### src/rtl/gfne_pkg.sv
// Shared types and constants for the grid four-neighbor expander.
// Depends on nothing; imported by gfne_ctrl, gfne_dp and the top level.
`default_nettype none

package gfne_pkg;

  // Fixed field widths of the request and result channels
  localparam int unsigned ACT_BITS      = 3;
  localparam int unsigned COORD_BITS    = 6;
  localparam int unsigned CELL_IN_BITS  = 8;
  localparam int unsigned CELL_OUT_BITS = 8;
  localparam int unsigned KIND_BITS     = 2;
  localparam int unsigned CNT_BITS      = 3;
  localparam int unsigned CFG_BITS      = 7;
  localparam int unsigned CFG_IDX_BITS  = 2;

  // Working widths: wide enough for any legal geometry parameter
  localparam int unsigned EXT_BITS = 16;
  localparam int unsigned LIM_BITS = 11;

  // Geometry defaults
  localparam int unsigned DEF_X_BITS    = 6;
  localparam int unsigned DEF_Y_BITS    = 6;
  localparam int unsigned DEF_CELL_BITS = 8;

  localparam logic [CFG_BITS-1:0] CFG_SIZE_RESET = 7'd64;
  localparam int unsigned CELL_OBSTACLE = 1;

  // Configuration register indexes
  localparam logic [CFG_IDX_BITS-1:0] CFG_GRID_WIDTH  = 2'd0;
  localparam logic [CFG_IDX_BITS-1:0] CFG_GRID_HEIGHT = 2'd1;

  // Neighbor slots, in report order
  localparam int unsigned NB_COUNT    = 4;
  localparam int unsigned NB_IDX_BITS = 2;
  localparam logic [NB_IDX_BITS-1:0] NB_UP    = 2'd0;
  localparam logic [NB_IDX_BITS-1:0] NB_LEFT  = 2'd1;
  localparam logic [NB_IDX_BITS-1:0] NB_RIGHT = 2'd2;
  localparam logic [NB_IDX_BITS-1:0] NB_DOWN  = 2'd3;

  typedef enum logic [ACT_BITS-1:0] {
    ACT_WRITE    = 3'd0,
    ACT_READ     = 3'd1,
    ACT_EXPAND   = 3'd2,
    ACT_CLR_FREE = 3'd3,
    ACT_CLR_OBST = 3'd4
  } action_t;

  typedef enum logic [KIND_BITS-1:0] {
    KIND_ACK  = 2'd0,
    KIND_READ = 2'd1,
    KIND_NB   = 2'd2
  } kind_t;

  typedef enum logic [3:0] {
    ST_INIT,
    ST_IDLE,
    ST_DECODE,
    ST_WR,
    ST_RD,
    ST_NB,
    ST_NBW,
    ST_SWEEP,
    ST_SWEEP_END,
    ST_EMIT
  } state_t;

  // Controller -> datapath
  typedef struct packed {
    logic load_in;   // capture the accepted request
    logic wr_cell;   // write the addressed cell (gated by bounds)
    logic rd_cell;   // read the addressed cell
    logic nb_rd;     // read the current neighbor slot, advance slot
    logic sweep_rd;  // read the sweep address, advance sweep
    logic init_wr;   // zero the cell at the sweep address, advance sweep
    logic emit;      // load the output register
  } cmd_t;

  // Datapath -> controller
  typedef struct packed {
    action_t act;
    logic    in_grid;
    logic    out_free;
    logic    res_last;
    logic    swp_last;
    logic    nb_last;
  } st_t;

endpackage

`default_nettype wire

### src/rtl/gfne_ctrl.sv
// Request sequencer of the grid four-neighbor expander.
// Depends on gfne_pkg; drives the datapath through cmd_t, watches st_t.
`default_nettype none

module gfne_ctrl
  import gfne_pkg::*;
(
  input  logic clk,
  input  logic rst_n,
  input  logic in_valid,
  output logic in_stall,
  input  st_t  st,
  output cmd_t cmd
);

  state_t state_r, state_nxt;

  always_ff @(posedge clk) begin
    if (!rst_n) begin
      state_r <= ST_INIT;
    end else begin
      state_r <= state_nxt;
    end
  end

  always_comb begin
    state_nxt = state_r;
    cmd       = '0;
    in_stall  = 1'b1;
    unique case (state_r)
      ST_INIT: begin
        cmd.init_wr = 1'b1;
        if (st.swp_last) begin
          state_nxt = ST_IDLE;
        end
      end
      ST_IDLE: begin
        in_stall = 1'b0;
        if (in_valid) begin
          cmd.load_in = 1'b1;
          state_nxt   = ST_DECODE;
        end
      end
      ST_DECODE: begin
        unique case (st.act) inside
          ACT_WRITE:                  state_nxt = ST_WR;
          ACT_READ:                   state_nxt = ST_RD;
          ACT_EXPAND:                 state_nxt = st.in_grid ? ST_NB : ST_EMIT;
          ACT_CLR_FREE, ACT_CLR_OBST: state_nxt = ST_SWEEP;
          default:                    state_nxt = ST_EMIT;
        endcase
      end
      ST_WR: begin
        cmd.wr_cell = 1'b1;
        state_nxt   = ST_EMIT;
      end
      ST_RD: begin
        cmd.rd_cell = 1'b1;
        state_nxt   = ST_EMIT;
      end
      ST_NB: begin
        cmd.nb_rd = 1'b1;
        if (st.nb_last) begin
          state_nxt = ST_NBW;
        end
      end
      ST_NBW: begin
        state_nxt = ST_EMIT;
      end
      ST_SWEEP: begin
        cmd.sweep_rd = 1'b1;
        if (st.swp_last) begin
          state_nxt = ST_SWEEP_END;
        end
      end
      ST_SWEEP_END: begin
        state_nxt = ST_EMIT;
      end
      ST_EMIT: begin
        if (st.out_free) begin
          cmd.emit = 1'b1;
          if (st.res_last) begin
            state_nxt = ST_IDLE;
          end
        end
      end
      default: begin
        state_nxt = ST_INIT;
      end
    endcase
  end

  // A result may only be loaded when the output register can take it
  a_emit_free: assert property (@(posedge clk) disable iff (!rst_n)
    cmd.emit |-> st.out_free)
    else $error("result loaded into a full output register");

endmodule

`default_nettype wire

### config.mk
export PLATFORM = sky130hd
export DESIGN_NAME = gfne_ctrl
export DESIGN_NICKNAME = d
export VERILOG_FILES = /design/src/rtl/gfne_pkg.sv /design/src/rtl/gfne_ctrl.sv
export SDC_FILE = /design/constraint.sdc
export NUM_CORES = 1
export LEC_CHECK = 0
export BUFFER_PORTS_ARGS = -buffer_cell sky130_fd_sc_hd__buf_4
export CORE_AREA = 5 5 42 44
export CTS_CLUSTER_DIAMETER = 100
export DETAILED_ROUTE_END_ITERATION = 10
export DIE_AREA = 0 0 47 49
export SLEW_MARGIN = 20
export SYNTH_ARGS = -nofsm -noshare
export SYNTH_HDL_FRONTEND = slang
export SYNTH_SLANG_ARGS = --single-unit
### constraint.sdc
create_clock -name clk -period 1.4 [get_ports clk]
set_input_delay 0.14 -clock clk [delete_from_list [all_inputs] [get_ports clk]]
set_output_delay 0.14 -clock clk [all_outputs]
set_load 0.02 [all_outputs]
==> impl_metrics.csv, run 1 <==
group,metric,value,unit
status,run_status,"complete, no violations",
final_layout,area.growth.synth_to_final,50.5,%
sta,finalSetupViolations,0,
critical_path,critical_path.slowest_cell,"dfxtp_2",
global_routing,antenna_found_initial,0,
final_layout,antenna_cells_inserted,0,
sta,number_of_slew_limit_violations_in_the_final_report,0,
clock_tree,numClockSinks,4,
drt,wl_per_cell,12.9,um
final_layout,layout.filler_cells,142,
final_layout,stdcell_count,105,
final_layout,largest_reg_flops,4,
floorplanning,die_width,47,um
drt,drt_met1_wl,597,um
sta,final_count_of_hold_timing_violations,0,
floorplanning,initial_util,34.8,%
global_routing,grt_pass1_vias,545,
min_path,hold_class,"in2reg",
critical_path,timing.critical_path.slowest_cell_delay,0.37,ns
flow_run,timing.max_cap.violations,0,
sta,rsz0062_at_grt,"no",
clock_tree,cts_tree,"built",
final_layout,fraction_of_layout_cells_with_a_size_suffix_above_1,46.1,%
clock_tree,worstSkewPairLatency,0.23,ns
sta,fin_tns_setup,0,ns
drt,viasPerCell,5.50,
clock_tree,hold_buffers,0,
logic_synthesis,synth_area_per_cell,7.28,um^2
clock_tree,max-clock-path-buffers,2,
logic_synthesis,synth.lib_cells_used.distinct,32,
critical_path,worstRegToRegCells,5,
place,placedCellCount,102,
sta,finalWorstPathRequiredPeriod,1.34,ns
drt,wl_final,1350,um
drt,wl_met2,684,um
final_layout,reg.largest.list,"state_r (4)",
sta,finalCritPeriodShare,96.0,%
drt,route.met3.wl,70,um
clock_tree,cts_max_level,1,
drt,drc_errors,0,
logic_synthesis,synth_most_common_cell,"nor2_1",
sta,timing.slew.headroom,82.2,%
logic_synthesis,postSynthCellCount,67,
critical_path,required_time_of_the_worst_setup_path,1.26,ns
sta,tightest_slew,0.265,ns
power,ratio_of_total_power_to_cell_area,1630,nW/um^2
sta,fin_worst_skew,0.00443,ns
critical_path,crit_path_category,"reg2out",
power,worst_ir_drop_vdd,0.000564,V
place,detailed_place.area,663,um^2
final_layout,final_net_count,102,
drt,dr.pass1.iters,4,
critical_path,crit_path_frequent_cell,"buf_4",
global_routing,grt_start_max_net_pins,14,
clock_tree,ctsRootBufferMaster,"clkbuf_4",
floorplanning,number_of_top_level_pins,19,
drt,vias,577,
place,post-dp-hpwl,1070,um
logic_synthesis,synth_enable_flop_cells,0,
logic_synthesis,netlist.top_cell.by_area,"dfxtp_1",
floorplanning,core,1400,um^2
sta,worst_slack,0.0562,ns
logic_synthesis,mappedNetlistNets,78,
place,globalplace.congestion,0.821,
clock_tree,setup_fix_bufs_post_cts,0,
clock_tree,clk_pin_slew,0.04,ns
logic_synthesis,synth-seq-cells,4,
floorplanning,die_height,49,um
critical_path,worst_setup_path_start_kind,"register",
logic_synthesis,synthTopCellsByCount,"nor2_1, nand2_1, nand2b_1",
drt,topRoutingLayerUsed,"met3",
sta,max_clock_freq,0.744,GHz
critical_path,setup.reg_to_reg.worst_slack,0.11,ns
logic_synthesis,fraction_of_registers_with_async_set_reset,0,%
final_layout,top_register,"state_r",
floorplanning,rows,14,
power,power.static_leakage,0.306,nW
logic_synthesis,yosys_warnings,0,
min_path,min_path_cells,2,
logic_synthesis,postSynth.topFlopCell,"dfxtp_1",
critical_path,arrival,1.20,ns
global_routing,global_route.overflow_total,0,
final_layout,design_area,734,um^2
critical_path,timing.critical_path.to_type,"output port",
critical_path,crit_fanout,8,
power,total_power,0.00120,W
place,detailedPlace.worstSlack,0.0573,ns
floorplanning,die_area,2300,um^2
critical_path,timing.critical_path.cells,"buf_4, nand2_1, nor3_2, buf_4",
logic_synthesis,netlist.area_leader.share,16.4,%
drt,ant_nets,0,
global_routing,grt_overall_usage,12.7,%
logic_synthesis,synth_seq_area_share,16.4,%
drt,drtIter0Drc,9,
place,numPortBuffers,18,
logic_synthesis,post_synth_instance_area,488,um^2
logic_synthesis,synthTopCellsByArea,"dfxtp_1, nor2_1, nand2b_1",
global_routing,first_pass_grt_wire_length,2130,um
clock_tree,cts-buffers-inserted,3,
where the power goes:
part	total, W	switching (W)	internal, W
sequential	0.000231	0.0000683	0.000162
combinational	0.000824	0.000424	0.000401
clock	0.000141	0.0000455	0.0000958
total	0.00120	0.000537	0.000659
what timing repair did:
| item | in CTS | in global routing |
|---|---|---|
| endpoints found under the setup margin | 4 | 4 |
| pin swaps | 0 | 0 |
| resized for setup | 6 | 8 |
cell type report:
type / count / area (um^2) / share of cell area, %
clock buffer: 3 / 22.5 / 3.07
inverter: 2 / 7.51 / 1.02
multi-input combinational: 56 / 397 / 54.0
sequential: 4 / 87.6 / 11.9
tap: 16 / 20.0 / 2.73
timing repair buffer: 24 / 200 / 27.3
metal layers:
layer / vias to the layer above / track usage, %
met3: 0 / 3.32
met5: - / 0
met2: 16 / 18.8
met1: 268 / 15.1
met4: 0 / 8.76
li1: 293 / -
path summary, 6_finish.rpt:
path                                    to  startpoint
worst max register to register  state_r[3]  state_r[2]
worst min register to register  state_r[2]  state_r[2]
worst min-delay path            state_r[0]       rst_n
worst max-delay path                cmd[5]  state_r[0]
placed cells by master, fill, tap and decap left out, types with 2 or more instances in the layout:
cell / instances
a221oi_1: 2
o22ai_1: 2
nand2b_1: 4
nor3_1: 2
buf_6: 2
nand3_1: 2
and3_1: 2
dfxtp_2: 3
nor2_1: 7
clkbuf_4: 3
o21ai_0: 2
nand2_1: 7
inv_1: 2
buf_4: 21
a21oi_1: 3
critical path, delay by kind of cell (launching register included):
kind / cells / cell delay, ns
flip-flops: 1 / 0.37
buffers and inverters: 2 / 0.35
AND/OR/NAND/NOR: 2 / 0.24
cells by family (layout without fill, tap and decap cells):
| kind of cell | Yosys count | after routing | synth area share (%) |
|---|---|---|---|
| AO/OA/AOI/OAI | 20 | 20 | 32.6 |
| buffers and inverters | 7 | 29 | 9.23 |
| flip-flops | 4 | 4 | 16.4 |
| multiplexers | 1 | 1 | 2.05 |
| AND/OR/NAND/NOR | 35 | 35 | 39.7 |
through the flow:
step	hold slack, ns	utilization [%]
final	0.154	52.4
after global routing	0.152	52.4
after CTS	0.145	50.0
after detailed placement	0.394	47.3
after global placement	0.388	47.3
after floorplan	0.268	-
No activity file was read; power rests on OpenSTA's default activity.
==> inputs of run 2 (changes only) <==
Settings changed: PLACE_DENSITY_LB_ADDON set to 0.25, REMOVE_ABC_BUFFERS set to 1, SLEW_MARGIN 20 to 10.
==> run 2 against run 1 <==
  * Power rose by 1.7%
  * Clock power barely moved
  * First-iteration DRC count did not move
  * Largest power group unchanged
==> impl_metrics.csv, run 2 (synthesis gave the netlist of run 1 again) <==
group,metric,value,unit
critical_path,timing.critical_path.slowest_cell_delay,0.37,ns
drt,vias,599,
global_routing,grt_overall_usage,13.1,%
clock_tree,cts_max_level,1,
place,globalplace.congestion,0.741,
final_layout,reg.largest.list,"state_r (4)",
drt,drtIter0Drc,9,
floorplanning,die_height,49,um
sta,tightest_slew,0.227,ns
global_routing,grt_start_max_net_pins,13,
clock_tree,ctsRootBufferMaster,"clkbuf_4",
drt,wl_final,1450,um
sta,final_count_of_hold_timing_violations,0,
global_routing,antenna_found_initial,0,
critical_path,worst_path_dominant_cell_family,"flip-flops",
place,detailedPlace.worstSlack,-0.00865,ns
global_routing,first_pass_grt_wire_length,2180,um
clock_tree,clk_pin_slew,0.04,ns
power,ratio_of_total_power_to_cell_area,1680,nW/um^2
final_layout,largest_reg_flops,4,
floorplanning,die_width,47,um
floorplanning,core,1400,um^2
sta,rsz0062_at_grt,"yes",
drt,wl_per_cell,13.4,um
drt,ant_nets,0,
sta,worst_slack,0.0552,ns
sta,finalWorstPathRequiredPeriod,1.34,ns
global_routing,grt_pass1_vias,520,
place,post-dp-hpwl,1080,um
clock_tree,cts_tree,"built",
sta,timing.slew.headroom,84.8,%
sta,number_of_slew_limit_violations_in_the_final_report,0,
min_path,hold_class,"in2reg",
power,power.static_leakage,0.313,nW
final_layout,area.growth.synth_to_final,48.2,%
critical_path,timing.critical_path.to_type,"output port",
power,worst_ir_drop_vdd,0.000766,V
critical_path,crit_fanout,10,
critical_path,arrival,1.20,ns
global_routing,global_route.overflow_total,0,
critical_path,crit_path_frequent_cell,"buf_4",
final_layout,layout.cells.most_common,"buf_4",
sta,fin_worst_skew,0.00372,ns
drt,drc_errors,0,
critical_path,critical_path.slowest_cell,"dfxtp_4",
final_layout,final_net_count,105,
final_layout,antenna_cells_inserted,0,
final_layout,design_area,723,um^2
clock_tree,hold_buffers,0,
place,numPortBuffers,18,
critical_path,path_buf_inv,2,
floorplanning,initial_util,34.8,%
drt,viasPerCell,5.55,
final_layout,layout.cells.most_common_list,"buf_4, nor2_1, nand2_1",
final_layout,fraction_of_layout_cells_with_a_size_suffix_above_1,46.7,%
critical_path,timing.critical_path.cells,"nand2b_1, buf_4, nor3_2, buf_4",
drt,dr.pass1.iters,4,
floorplanning,number_of_top_level_pins,19,
critical_path,worst_setup_path_start_kind,"register",
clock_tree,cts-buffers-inserted,3,
flow_run,timing.max_cap.violations,0,
clock_tree,max-clock-path-buffers,2,
place,detailed_place.area,658,um^2
clock_tree,worstSkewPairLatency,0.24,ns
final_layout,top_register,"state_r",
sta,finalSetupViolations,0,
floorplanning,rows,14,
sta,finalCritPeriodShare,96.1,%
critical_path,crit_path_category,"reg2out",
sta,max_clock_freq,0.744,GHz
status,run_status,"complete, no violations",
critical_path,required_time_of_the_worst_setup_path,1.26,ns
clock_tree,numClockSinks,4,
floorplanning,die_area,2300,um^2
==> run 2: path summary, 6_finish.rpt <==
kind	slack, ns	depth (start not counted)	from	endpoint
hold / removal	0.16	2	rst_n	state_r[0]
setup / recovery	0.06	4	state_r[1]	cmd[0]
setup reg to reg	0.08	4	state_r[2]	state_r[3]
hold reg to reg	0.70	4	state_r[0]	state_r[1]
==> run 2: cell type report <==
cell class	count	area [um^2]
fillers	148	678
multi-input cells	56	380
repair buffers	27	200
flip-flops and latches	4	92.6
clock buffers	3	22.5
well taps	16	20.0
inverters	2	7.51
==> run 2: through the flow <==
stage               cells  utilization, %  TNS (ns)  hold slack, ns  power, W
floorplan              62               -   -0.0860           0.268  0.000716
global placement      103            47.0         0           0.396   0.00100
detailed placement    103            47.0  -0.00865           0.407   0.00102
CTS                   106            50.1         0           0.161   0.00120
global route          108            51.6   -0.0203           0.171   0.00132
finish                108            51.6         0           0.162   0.00122
==> run 2: per-layer routing <==
| layer | up-vias | share of wire, % | GRT usage (%) | wire, um |
|---|---|---|---|---|
| met3 | 2 | 4.7 | 3.32 | 68 |
| li1 | 300 | - | - | - |
| met1 | 281 | 42 | 15.3 | 608 |
| met5 | - | 0 | 0 | 0 |
| met2 | 16 | 52 | 20.8 | 758 |
| met4 | 0 | 1.2 | 6.91 | 17 |
==> run 2: power by group <==
group          internal (W)  leakage, nW  switching [W]
combinational      0.000417        0.264       0.000386
sequential         0.000170       0.0353      0.0000996
clock             0.0000959       0.0138      0.0000475
==> run 2: timing repair <==
item,CTS,global route
cloned,0,0
buffers inserted,0,2
setup endpoints to repair,7,4
resized for setup,8,3
==> run 2: worst register-to-register path, cell delays in order (launching register included) <==
cell      delay [ns]
dfxtp_4         0.38
clkbuf_2        0.17
o32ai_2         0.30
a211oi_2        0.10
o221a_1         0.25
